**src/rtl/pbs_pkg.sv**
```systemverilog
// Shared package for the polyline bundle separation block.
// Holds the controller command codes, the status struct and the power table builder.
// No dependencies.
package pbs_pkg;

	localparam int unsigned FRAC_BITS_DEF = 16;
	localparam int unsigned POW_DEPTH_DEF = 256;

	typedef enum logic [4:0] {
		OP_NONE,
		OP_LOAD,
		OP_DIFF,
		OP_SQX,
		OP_SQY,
		OP_SQRT,
		OP_ARC,
		OP_TSET,
		OP_TDIV,
		OP_TLAT,
		OP_IDX,
		OP_POW,
		OP_MULG,
		OP_UX,
		OP_UY,
		OP_MULY,
		OP_MULX,
		OP_SHY,
		OP_WRITE
	} op_t;

	typedef struct packed {
		logic pass;
		logic len_zero;
		logic t_one;
		logic sqrt_done;
		logic div_done;
	} status_t;

	// Largest Q2.30 y whose truncated fifth power stays at or below (k/(depth-1))^2.
	function automatic logic [31:0] pow_entry(input int unsigned k, input int unsigned depth);
		logic [63:0] lo;
		logic [63:0] hi;
		logic [63:0] mid;
		logic [63:0] uq;
		logic [63:0] u2;
		logic [63:0] y2;
		logic [63:0] y4;
		logic [63:0] y5;
		logic [63:0] kk;
		logic [63:0] dm1;
		begin
			kk = 64'(k);
			dm1 = 64'(depth) - 64'd1;
			// floor(k * 2^30 / (depth - 1)) found by search
			lo = 64'd0;
			hi = 64'd1 << 30;
			while (lo < hi) begin
				mid = (lo + hi + 64'd1) >> 1;
				if (mid * dm1 <= (kk << 30)) lo = mid;
				else hi = mid - 64'd1;
			end
			uq = lo;
			u2 = (uq * uq) >> 30;
			lo = 64'd0;
			hi = 64'd1 << 30;
			while (lo < hi) begin
				mid = (lo + hi + 64'd1) >> 1;
				y2 = (mid * mid) >> 30;
				y4 = (y2 * y2) >> 30;
				y5 = (y4 * mid) >> 30;
				if (y5 <= u2) lo = mid;
				else hi = mid - 64'd1;
			end
			return lo[31:0];
		end
	endfunction

endpackage

```
**src/rtl/pbs_ctrl.sv**
```systemverilog
// Controller: sequences one point through the datapath and owns both handshakes.
// Depends on pbs_pkg; issues op codes to pbs_dp and reads its status.
module pbs_ctrl (
	input  logic             clk,
	input  logic             arst_n,
	input  logic             in_valid,
	output logic             in_stall,
	output logic             out_valid,
	input  logic             out_stall,
	input  pbs_pkg::status_t status,
	output pbs_pkg::op_t     cmd
);

	typedef enum logic [4:0] {
		S_IDLE, S_DIFF, S_SQX, S_SQY, S_SQRT, S_SQRT_W, S_ARC, S_TCHK, S_TSET,
		S_TDIV, S_TDIV_W, S_TLAT, S_IDX, S_POW, S_MULG, S_UX, S_UX_W, S_UY,
		S_UY_W, S_MULY, S_MULX, S_SHY, S_WRITE
	} state_t;

	state_t state_q;
	logic   out_valid_q;
	logic   out_free;

	assign in_stall  = (state_q != S_IDLE);
	assign out_valid = out_valid_q;
	assign out_free  = ~out_valid_q | ~out_stall;

	always_comb begin
		unique case (state_q)
			S_IDLE:   cmd = in_valid ? pbs_pkg::OP_LOAD : pbs_pkg::OP_NONE;
			S_DIFF:   cmd = pbs_pkg::OP_DIFF;
			S_SQX:    cmd = pbs_pkg::OP_SQX;
			S_SQY:    cmd = pbs_pkg::OP_SQY;
			S_SQRT:   cmd = pbs_pkg::OP_SQRT;
			S_ARC:    cmd = pbs_pkg::OP_ARC;
			S_TSET:   cmd = pbs_pkg::OP_TSET;
			S_TDIV:   cmd = pbs_pkg::OP_TDIV;
			S_TLAT:   cmd = pbs_pkg::OP_TLAT;
			S_IDX:    cmd = pbs_pkg::OP_IDX;
			S_POW:    cmd = pbs_pkg::OP_POW;
			S_MULG:   cmd = pbs_pkg::OP_MULG;
			S_UX:     cmd = pbs_pkg::OP_UX;
			S_UY:     cmd = pbs_pkg::OP_UY;
			S_MULY:   cmd = pbs_pkg::OP_MULY;
			S_MULX:   cmd = pbs_pkg::OP_MULX;
			S_SHY:    cmd = pbs_pkg::OP_SHY;
			S_WRITE:  cmd = out_free ? pbs_pkg::OP_WRITE : pbs_pkg::OP_NONE;
			default:  cmd = pbs_pkg::OP_NONE;
		endcase
	end

	always_ff @(posedge clk or negedge arst_n) begin
		if (!arst_n) begin
			state_q     <= S_IDLE;
			out_valid_q <= 1'b0;
		end else begin
			if (out_valid_q && !out_stall) out_valid_q <= 1'b0;
			unique case (state_q)
				S_IDLE:   if (in_valid) state_q <= S_DIFF;
				S_DIFF:   state_q <= status.pass ? S_WRITE : S_SQX;
				S_SQX:    state_q <= S_SQY;
				S_SQY:    state_q <= S_SQRT;
				S_SQRT:   state_q <= S_SQRT_W;
				S_SQRT_W: if (status.sqrt_done) state_q <= S_ARC;
				S_ARC:    state_q <= S_TCHK;
				S_TCHK: begin
					if (status.len_zero)   state_q <= S_WRITE;
					else if (status.t_one) state_q <= S_TSET;
					else                   state_q <= S_TDIV;
				end
				S_TSET:   state_q <= S_IDX;
				S_TDIV:   state_q <= S_TDIV_W;
				S_TDIV_W: if (status.div_done) state_q <= S_TLAT;
				S_TLAT:   state_q <= S_IDX;
				S_IDX:    state_q <= S_POW;
				S_POW:    state_q <= S_MULG;
				S_MULG:   state_q <= S_UX;
				S_UX:     state_q <= S_UX_W;
				S_UX_W:   if (status.div_done) state_q <= S_UY;
				S_UY:     state_q <= S_UY_W;
				S_UY_W:   if (status.div_done) state_q <= S_MULY;
				S_MULY:   state_q <= S_MULX;
				S_MULX:   state_q <= S_SHY;
				S_SHY:    state_q <= S_WRITE;
				S_WRITE: begin
					// hold until the output register can take the result
					if (out_free) begin
						out_valid_q <= 1'b1;
						state_q     <= S_IDLE;
					end
				end
				default:  state_q <= S_IDLE;
			endcase
		end
	end

endmodule

```
**config.mk**
```make
export PLATFORM = sky130hd
export DESIGN_NAME = pbs_ctrl
export DESIGN_NICKNAME = d
export VERILOG_FILES = /design/src/rtl/pbs_pkg.sv /design/src/rtl/pbs_ctrl.sv
export SDC_FILE = /design/constraint.sdc
export NUM_CORES = 1
export LEC_CHECK = 0
export ABC_AREA = 0
export BUFFER_PORTS_ARGS = -buffer_cell sky130_fd_sc_hd__buf_2
export CORE_AREA = 2 2 44 46
export DETAILED_ROUTE_END_ITERATION = 10
export DIE_AREA = 0 0 46 48
export PLACE_DENSITY_LB_ADDON = 0.25
export SLEW_MARGIN = 5
export SYNTH_ARGS = -nofsm -noshare
export SYNTH_HDL_FRONTEND = slang
export SYNTH_SLANG_ARGS = --single-unit
```
**constraint.sdc**
```tcl
create_clock -name clk -period 1.2 [get_ports clk]
set_input_delay 0.06 -clock clk [delete_from_list [all_inputs] [get_ports clk]]
set_output_delay 0.06 -clock clk [all_outputs]
set_load 0.02 [all_outputs]
```
# --- Yosys cells after proc, flatten, opt, wreduce, memory -nomap -nowiden ---
# Cells that the tools add are included.
totals:
  reg_bits: 6
  inputBits: 9
  output_inout_bits: 7
  elab_cells: 55
classes:
  reduce_logical: 6
  muxes: 16
  eq_ne: 28
  n_bitwise: 3
op_table:
  columns: ["cell", "n"]
  rows:
  - ["$pmux W5 S22", 1]
  - ["$pmux W5 S18", 1]
  - ["$mux W5", 9]
  - ["$eq A5 B4 Y1 const B", 8]
  - ["$eq A5 B5 Y1 const B", 7]
  - ["$eq A5 B3 Y1 const B", 4]
  - ["$ne A2 B2 Y1 const B", 6]
  - ["$eq A5 B2 Y1 const B", 2]
  - ["$reduce_and A6 Y1", 1]
  - ["$eq A5 B1 Y1 const B", 1]
  - ["$logic_not A5 Y1", 1]
  - ["$mux W1", 5]
  - ["$reduce_bool A5 Y1", 1]
  - ["$not A1 Y1", 2]
  - ["$reduce_or A2 Y1", 1]
  - ["$logic_and A1 B1 Y1", 1]
  - ["$logic_not A1 Y1", 1]
  - ["$or A1 B1 Y1", 1]

# --- Longest topological paths before layout ---
# Gate-level depths: netlist (run 1).
depth:
  depth_word: 5
  ltp_mapped: 7
  depth_no_buf: 5

# --- Least setup slack after synthesis (run 1) ---
# OpenSTA, ideal clock, no wires.
synth_timing:
  path_kind: "register to output"
  start: "register state_q[3]"
  end: "output port cmd[0]"
  path_buffers: 2
  path_stages_with_launch: 6
  t_required_ns: 1.140
  t_arrival_ns: 1.413
  setup_slack_ns: -0.273
  cell_sequence: "dfrtp_1 > buf_4 > buf_2 > a21oi_1 > o21ai_0 > a211oi_1"
synth_via:
  elab_chain_len: 2
  word_cells_on_any_way: 19
  cone_classes: "eq/ne (17); mux (1); reduce/logical (1)"
synth_lines:
  columns: ["element", "line_no", "rtl"]
  rows:
  - ["from (decl)", "pbs_ctrl.sv:20", "state_t state_q;"]
  - ["from (signal assigned)", "pbs_ctrl.sv:60", "S_DIFF: state_q <= status.pass ? S_WRITE : S_SQX;"]
  - ["$eq A5 B5 Y1, or another cell as far along", "pbs_ctrl.sv:29", "unique case (state_q)"]
  - ["$pmux W5 S18 *", "pbs_ctrl.sv:29", null]
  - ["to (decl)", "pbs_ctrl.sv:11", "output pbs_pkg::op_t cmd"]
# Every way passes the cells marked *; elsewhere a longest branch is shown, timed or not.

# --- Worst setup path in the final report (run 1) ---
# Same ends and word-level chain as after synthesis.

==> reports/qor.yml, run 1 <==
detail_routed_net_length_per_standard_cell_microns: 19.8
timing.critical_path.required_ns: 1.14
crit_type: "register to output port"
power_per_standard_cell_area_nw_per_um2: 3320
drv_cap: 0
ioPinCount: 16
numCtsBuffers: 3
gp_routability_congestion: 0.946
report.power.total_mw: 4.46
synth_enable_flop_cells: 0
drc: 0
vias: 992
synth.yosys.seq_area_share_pct: 24.0
yosys_most_used_dff: "sky130_fd_sc_hd__dfrtp_1"
floorplan.initialDensity_pct: 37.0
syn_area_per_cell_sq_um: 7.02
placed_cells_incl_taps: 144
post-dp-hpwl_microns: 1560
num_antenna_cells: 0
failing_checks: "setup timing"
detailedRoute.firstIterationViolations: 41
synthArstFlopShare_pct: 100
count_of_synthesis_stage_warnings_from_yosys: 0
critPathCaptureType: "output port"
netlist_instances: 89
grt_pass1_vias: 821
setup-violations-final: 10
clock_tree.root_cell: "sky130_fd_sc_hd__clkbuf_4"
clock_tree.htree_level_count: 1
cts_buffer_depth: 2
timing.final.ws_setup_ns: -0.429
clock_skew_ns: 0.00439
instances_no_fill: 163
drt-vias-per-instance: 6.09
report.final.hold_viol_count: 0
total_leakage_power_nw: 0.596
layout-drive-gt1-share_pct: 71.9
fin_tns_setup_ns: -3.28
slew_headroom_pct: 83.6
fin_crit_ns: 1.63
grt_setup_unrepaired: "true"
worst_hold_path_type: "primary input to async pin"
grt_util_all_layers_pct: 25.5
route.antenna.remaining_nets: 0
fmaxAchievable_mhz: 614
tritoncts_clock_tree: "yes"
critical_path_arrival_ns: 1.57
worst_slew_pin_slew_ns: 0.244
port_buffers: 15
worstSetupStartpointType: "register"
floorplan.die.width_microns: 46
number_of_synthesized_register_bits: 6
num_rows: 15
pin_count_of_the_biggest_net_entering_global_routing: 11
timing_max_transition_violations_final: 0
floorplan.die.height_microns: 48
syn-cell-area_sq_um: 624
antenna_found_initial: 0
floorplan.die_area_sq_um: 2210
clock_sink_count: 6
gr-total-overflow: 0
firstDrtPassIters: 4
yosys.cell_types.count: 33
critPathMaxFanout: 6
run_status: "finished with violations"
wire_length_of_the_first_global_routing_pass_microns: 3930
drt_wl_total_microns: 3230
cts.reportedPaths.clkPinSlew_ns: 0.05
layout-area-overhead-vs-synth_pct: 115
final_net_count: 157
clkLatencyLatePin_ns: 0.25
core_sq_um: 1690
min_period_over_period_pct: 136
ir_worst_vdd_mv: 1.61
syn_nets: 98
metal layers:
| layer | share of wire (%) | GRT usage, % | wire [microns] | vias to the layer above |
|---|---|---|---|---|
| met1 | 40 | 31.1 | 1280 | 488 |
| met4 | 2.3 | 5.71 | 74 | 0 |
| li1 | - | - | - | 438 |
| met5 | 0 | 0 | 0 | - |
| met3 | 7.4 | 2.26 | 238 | 10 |
| met2 | 51 | 48.1 | 1630 | 56 |
report_power, final:
group	internal (mW)	switching [mW]	leakage, nW	total (mW)
Clock	0.114	0.0783	0.0138	0.192
Combinational	1.91	1.82	0.514	3.73
Sequential	0.309	0.229	0.0684	0.538
synth_stat cells (2+ instances only):
master                     count  area (sq um)
sky130_fd_sc_hd__a21oi_1      12          60.1
sky130_fd_sc_hd__nand2_1      11          41.3
sky130_fd_sc_hd__nor2_1        9          33.8
sky130_fd_sc_hd__o21ai_0       8          40.0
sky130_fd_sc_hd__dfrtp_1       6           150
sky130_fd_sc_hd__nor2b_1       5          31.3
sky130_fd_sc_hd__buf_4         4          30.0
sky130_fd_sc_hd__nor3_1        3          15.0
sky130_fd_sc_hd__buf_2         2          10.0
sky130_fd_sc_hd__inv_1         2          7.51
sky130_fd_sc_hd__nand3_1       2          10.0
sky130_fd_sc_hd__nand4b_1      2          17.5
sky130_fd_sc_hd__o22ai_1       2          12.5
sky130_fd_sc_hd__o31ai_1       2          15.0
cell usage in the layout (no fill, tap or decap), drive strengths merged, types with 2 or more instances in the layout:
cell type | Yosys | final
o31ai | 2 | 2
a21oi | 12 | 12
nand2 | 11 | 11
nor2b | 5 | 5
nor2 | 9 | 9
o211ai | 2 | 2
clkbuf | 0 | 3
dfrtp | 6 | 6
buf | 7 | 60
nand4b | 2 | 2
nand3 | 2 | 2
o22ai | 2 | 2
inv | 2 | 2
nor3 | 3 | 3
o21ai | 10 | 10
worst paths after layout:
| check | start | to | slack [ns] | cells after the start |
|---|---|---|---|---|
| min reg2reg | out_valid | out_valid | 0.75 | 3 |
| max reg2reg | state_q[3] | state_q[0] | -0.34 | 6 |
| min | arst_n | out_valid | 0.15 | 2 |
| min in group clk | status[3] | state_q[3] | 0.18 | 4 |
| max in group asynchronous | arst_n | state_q[1] | 0.88 | 2 |
| max | state_q[3] | cmd[0] | -0.43 | 5 |
final cells by class:
cell class | count | area (sq um)
well taps | 17 | 21.3
fillers | 93 | 345
inverters | 3 | 12.5
multi-input cells | 73 | 628
repair buffers | 61 | 503
clock buffers | 3 | 22.5
flip-flops and latches | 6 | 156
sequential cells by signal, summed over array words and instances (netlist names):
signal,cells
state_q,5
out_valid,1
worst max-delay path, stage by stage (launching register included):
cell	delay, ns
sky130_fd_sc_hd__dfrtp_2	0.45
sky130_fd_sc_hd__buf_6	0.13
sky130_fd_sc_hd__or2_4	0.26
sky130_fd_sc_hd__o31ai_4	0.24
sky130_fd_sc_hd__a211oi_2	0.08
sky130_fd_sc_hd__buf_4	0.16
metrics by stage:
step                area, sq um  hold WS [ns]  worst slack (ns)  util, %
floorplan                   658        -0.236            -0.149        -
global placement            925        -0.113            -0.253     54.7
detailed placement          925        -0.112            -0.227     54.7
CTS                        1140         0.167            -0.344     67.6
global route               1340         0.165            -0.437     79.6
finish                     1340         0.154            -0.429     79.6
timing repair:
action                                  in CTS  in global routing
setup buffers                               10                  7
pin swaps                                    9                 16
resized for setup                           40                 35
hold endpoints to repair                     6                  0
hold buffers                                 1                  0
cloned                                       0                  0
endpoints found under the setup margin      10                 12
cell families (layout without fill, tap and decap cells):
logic type	after synthesis	in the layout	synth area share, %
DFF	6	6	24.0
AOI/OAI and AO/OA	36	36	36.3
and+or+nand+nor	37	37	29.7
buffers and inverters	10	67	10.0
Power figures use the tool's default switching activity.
==> run 2: changes to the inputs <==
clock period = 2.1 ns   (was 1.2 ns; I/O delays follow)
==> reports/qor.yml, run 2 (synthesis results as in run 1) <==
route.antenna.remaining_nets: 0
worstSetupStartpointType: "register"
biggest_register: "state_q"
detailedRoute.firstIterationViolations: 17
report.power.total_mw: 1.24
floorplan.initialDensity_pct: 37.0
clock_tree.htree_level_count: 1
gp_routability_congestion: 0.824
critPathCaptureType: "output port"
power.share.combinational_pct: 67.0
post-route-util_pct: 42.4
power_frac_seq_pct: 24.3
final_cell_mix: "sky130_fd_sc_hd__buf_2 (15), sky130_fd_sc_hd__a21oi_1 (12), sky130_fd_sc_hd__nand2_1 (11)"
critPathMaxFanout: 15
ioPinCount: 16
crit_type: "register to output port"
setup-violations-final: 0
cts.repair.resized: 0
layout-area-overhead-vs-synth_pct: 14.8
vias: 712
run_status: "finished clean"
post-dp-hpwl_microns: 1180
slew_headroom_pct: 65.6
numCtsBuffers: 3
net-switching-power_uw: 679
total_leakage_power_nw: 0.320
clock_sink_count: 6
fin_crit_ns: 1.81
ir_worst_vdd_mv: 0.715
drt_wl_total_microns: 1620
wire_length_of_the_first_global_routing_pass_microns: 2650
grt_pass1_vias: 590
grt_setup_unrepaired: "false"
min_period_over_period_pct: 86.1
reg2reg_slack_ns: 0.49
power.switching_fraction_pct: 54.9
cts_buffer_depth: 2
port_buffers: 15
floorplan.die_area_sq_um: 2210
crit_path_frequent_cell: "sky130_fd_sc_hd__o21ai_0"
num_rows: 15
fin_tns_setup_ns: 0
report.final.hold_viol_count: 0
drv_cap: 0
timing.critical_path.required_ns: 2.00
power_per_standard_cell_area_nw_per_um2: 1730
critical_path_arrival_ns: 1.70
cts_setup_buffers: 0
firstDrtPassIters: 4
core_sq_um: 1690
detail_routed_net_length_per_standard_cell_microns: 13.5
clock_skew_ns: 0.00165
antenna_found_initial: 0
timing_max_transition_violations_final: 0
drt-vias-per-instance: 5.93
instances_no_fill: 120
worst_hold_path_type: "primary input to register"
layout-drive-gt1-share_pct: 21.4
cts.reportedPaths.clkPinSlew_ns: 0.05
power_internal_uw: 558
floorplan.die.height_microns: 48
crit_path_cell_trace: "and2b_1 > o21ai_0 > o21ai_0 > a211oi_1 > buf_2"
clock_tree.root_cell: "sky130_fd_sc_hd__clkbuf_4"
clkLatencyLatePin_ns: 0.24
worst_slew_pin_slew_ns: 0.516
floorplan.die.width_microns: 46
timing.critical_path.slowest_cell_delay_ns: 0.53
cp_slowest_cell: "sky130_fd_sc_hd__dfrtp_1"
p_clk_share_pct: 8.7
mostFrequentLayoutCell: "sky130_fd_sc_hd__buf_2"
grt_util_all_layers_pct: 16.7
tritoncts_clock_tree: "yes"
placed_cells_incl_taps: 116
final_net_count: 114
drc: 0
fmaxAchievable_mhz: 553
pin_count_of_the_biggest_net_entering_global_routing: 19
num_antenna_cells: 0
largest_register_ff_count: 5
gr-total-overflow: 0
run 2: cell count changes in the layout (fill, tap and decap cells not counted), moves of 3 or more:
cell / previous run / this run
sky130_fd_sc_hd__o21ai_0: 3 / 8
sky130_fd_sc_hd__buf_6: 18 / 0
sky130_fd_sc_hd__buf_4: 32 / 2
sky130_fd_sc_hd__o21ai_2: 4 / 1
sky130_fd_sc_hd__nor2b_1: 2 / 5
sky130_fd_sc_hd__dfrtp_2: 5 / 0
sky130_fd_sc_hd__a21oi_1: 6 / 12
sky130_fd_sc_hd__a21oi_2: 5 / 0
sky130_fd_sc_hd__nand2_2: 4 / 0
sky130_fd_sc_hd__buf_2: 10 / 15
sky130_fd_sc_hd__nand2_1: 7 / 11
sky130_fd_sc_hd__dfrtp_1: 1 / 6
run 2: worst paths after layout:
check / start / to / cells after the start
max: state_q[2] / cmd[0] / 5
min: out_stall / out_valid / 3
max reg2reg: state_q[4] / state_q[4] / 5
min reg2reg: out_valid / out_valid / 2
max in group asynchronous: arst_n / state_q[3] / 2
min in group asynchronous: arst_n / state_q[2] / 2
run 2: per-stage QoR:
step / setup WS (ns) / hold WS (ns) / instance area, sq um
6_report: 0.292 / 0.179 / 717
2_1_floorplan: 0.582 / -0.191 / 624
4_1_cts: 0.299 / 0.182 / 717
5_1_grt: 0.139 / 0.194 / 717
3_3_place_gp: 0.525 / -0.0656 / 684
3_5_place_dp: 0.532 / -0.0631 / 684
run 2: timing repair:
item,in CTS,in global routing
hold buffers,1,0
setup endpoints to repair,0,0
endpoints found under the hold margin,6,0
run 2: power groups by stage:
stage | Combinational (mW) | Clock (mW) | Sequential [mW]
after global routing | 0.931 | 0.117 | 0.315
after detailed placement | 0.825 | 0 | 0.299
after global placement | 0.832 | 0 | 0.299
after CTS | 0.833 | 0.110 | 0.297
final | 0.828 | 0.107 | 0.301
after floorplan | 0.734 | 0 | 0.211
run 2: cell type report:
type / instances / area, sq um
Multi-Input combinational cell: 73 / 412
Tap cell: 17 / 21.3
Clock buffer: 3 / 22.5
Timing Repair Buffer: 18 / 100
Fill cell: 187 / 972
Sequential cell: 6 / 150
Inverter: 3 / 11.3
run 2: critical path: cells and delay by family (launching register included):
| kind | cells | cell delay (ns) |
|---|---|---|
| compound gates | 3 | 0.46 |
| buf+inv | 1 | 0.19 |
| flops | 1 | 0.53 |
| simple gates | 1 | 0.28 |
run 2: layer usage:
metal | global-route usage, % | share of wire (%)
met5 | 0 | 0
met2 | 26.9 | 48
met1 | 21.4 | 44
met4 | 4.57 | 0
met3 | 5.28 | 7.2
==> run 3: changes to the inputs <==
PLACE_DENSITY = 0.59   (was not set)
PLACE_DENSITY_LB_ADDON = not set   (was 0.25)
==> reports/qor.yml, run 3 (synthesis results as in run 1) <==
met2_length_microns: 786
pin_count_of_the_biggest_net_entering_global_routing: 19
fin_crit_ns: 1.80
min_period_over_period_pct: 85.8
tritoncts_clock_tree: "yes"
crit_path_frequent_cell: "sky130_fd_sc_hd__a21oi_1"
post-route-util_pct: 42.4
num_rows: 15
detailedRoute.firstIterationViolations: 21
crit_path_cell_trace: "inv_1 > a21oi_1 > a221oi_1 > a21oi_1 > buf_2"
design_area_sq_um: 717
floorplan.initialDensity_pct: 37.0
clock_tree.root_cell: "sky130_fd_sc_hd__clkbuf_4"
final_net_count: 114
whs_endpoint: "state_q[0]"
grt_setup_unrepaired: "false"
slew_headroom_pct: 66.0
grt_pass1_vias: 570
floorplan.die_area_sq_um: 2210
route.antenna.remaining_nets: 0
worstPathBufferInverterCount: 2
filler_cell_count: 180
run_status: "finished clean"
drv_cap: 0
ioPinCount: 16
clock_skew_ns: 0.00287
worst_hold_path.num_cells: 3
layout-area-overhead-vs-synth_pct: 14.8
gp_routability_congestion: 0.841
worstSetupStartpointType: "register"
setup-violations-final: 0
critical-path-top-delay-family: "flip-flops"
cts_setup_buffers: 0
timing.critical_path.required_ns: 2.00
worst_hold_path_type: "primary input to register"
floorplan.die.height_microns: 48
placed_cells_incl_taps: 116
total_leakage_power_nw: 0.320
detail_routed_net_length_per_standard_cell_microns: 13.7
reg2reg_slack_ns: 0.44
num_antenna_cells: 0
routed_met1_length_microns: 731
final_cell_mix: "sky130_fd_sc_hd__buf_2 (15), sky130_fd_sc_hd__a21oi_1 (12), sky130_fd_sc_hd__nand2_1 (11)"
port_buffers: 15
fmaxAchievable_mhz: 555
largest_register_ff_count: 5
multiInputGateArea_sq_um: 412
critPathMaxFanout: 18
timing.final.ws_setup_ns: 0.299
floorplan.die.width_microns: 46
ff2ff_path_depth: 4
power_per_standard_cell_area_nw_per_um2: 1720
wire_length_of_the_first_global_routing_pass_microns: 2570
area.sequential_sq_um: 150
vias: 717
drt_wl_total_microns: 1640
report.final.hold_viol_count: 0
drc: 0
ir_worst_vdd_mv: 0.810
layout-drive-gt1-share_pct: 21.4
mostFrequentLayoutCell: "sky130_fd_sc_hd__buf_2"
timing_max_transition_violations_final: 0
firstDrtPassIters: 4
timing.critical_path.slowest_cell_delay_ns: 0.65
met3RoutedLength_microns: 94
worst_slew_pin_slew_ns: 0.510
clock_tree.htree_level_count: 1
reg2reg_end: "state_q[1]"
grt_util_all_layers_pct: 16.7
cp_slowest_cell: "sky130_fd_sc_hd__dfrtp_1"
biggest_register: "state_q"
clock_sink_count: 6
min-delay-start: "in_valid"
core_sq_um: 1690
crit_type: "register to output port"
clkLatencyLatePin_ns: 0.24
critical_path.reg2reg.startpoint: "state_q[4]"
cts_buffer_depth: 2
numCtsBuffers: 3
fin_tns_setup_ns: 0
gr-total-overflow: 0
post-dp-hpwl_microns: 1200
placement.cell_area_sq_um: 684
drt-vias-per-instance: 5.98
top_layer_used: "met4"
pre_cts_ws_ns: 0.467
critical_path_arrival_ns: 1.70
antenna_found_initial: 0
critPathCaptureType: "output port"
instances_no_fill: 120
cts.reportedPaths.clkPinSlew_ns: 0.04
## run 3: per-layer routing
| metal | global-route usage (%) | vias to the layer above |
|---|---|---|
| met5 | 0 | - |
| li1 | - | 353 |
| met2 | 26.9 | 26 |
| met1 | 20.5 | 334 |
| met3 | 6.04 | 4 |
| met4 | 6.29 | 0 |
## run 3: repair_timing
action	in CTS	in global routing
hold buffers	1	0
hold endpoints to repair	6	0
resized for setup	0	0
## run 3: metrics by stage
stage	total power, mW	hold WS (ns)
after floorplan	0.945	-0.191
final	1.24	0.172
after global placement	1.13	-0.0655
after detailed placement	1.13	-0.0673
after global routing	1.37	0.185
after CTS	1.24	0.172
## run 3: power breakdown
part	total (mW)	switching (mW)	internal, mW
combinational	0.831	0.504	0.327
clock	0.104	0.0399	0.0645
sequential	0.300	0.134	0.167
total	1.24	0.678	0.558
## run 3: tightest hold or removal path: stages
cell and delay, ns:
sky130_fd_sc_hd__buf_2 0.09, sky130_fd_sc_hd__nor2_1 0.05, sky130_fd_sc_hd__o21ai_1 0.13
## run 3: worst max path at each step
stage                     from         end  slack (ns)  cells after the start
finish              state_q[4]      cmd[1]        0.30                      5
global route        state_q[4]      cmd[1]        0.11                      5
CTS                 state_q[4]      cmd[1]        0.28                      5
detailed placement  state_q[4]  state_q[1]        0.47                      4
global placement    state_q[2]  state_q[1]        0.53                      5
floorplan           state_q[3]      cmd[0]        0.58                      5
## run 3: cell type report
cell class,count,share of cell area (%)
Tap cell,17,2.97
Multi-Input combinational cell,73,57.4
Clock buffer,3,3.14
Timing Repair Buffer,18,14.0
Inverter,3,1.57
Sequential cell,6,20.9
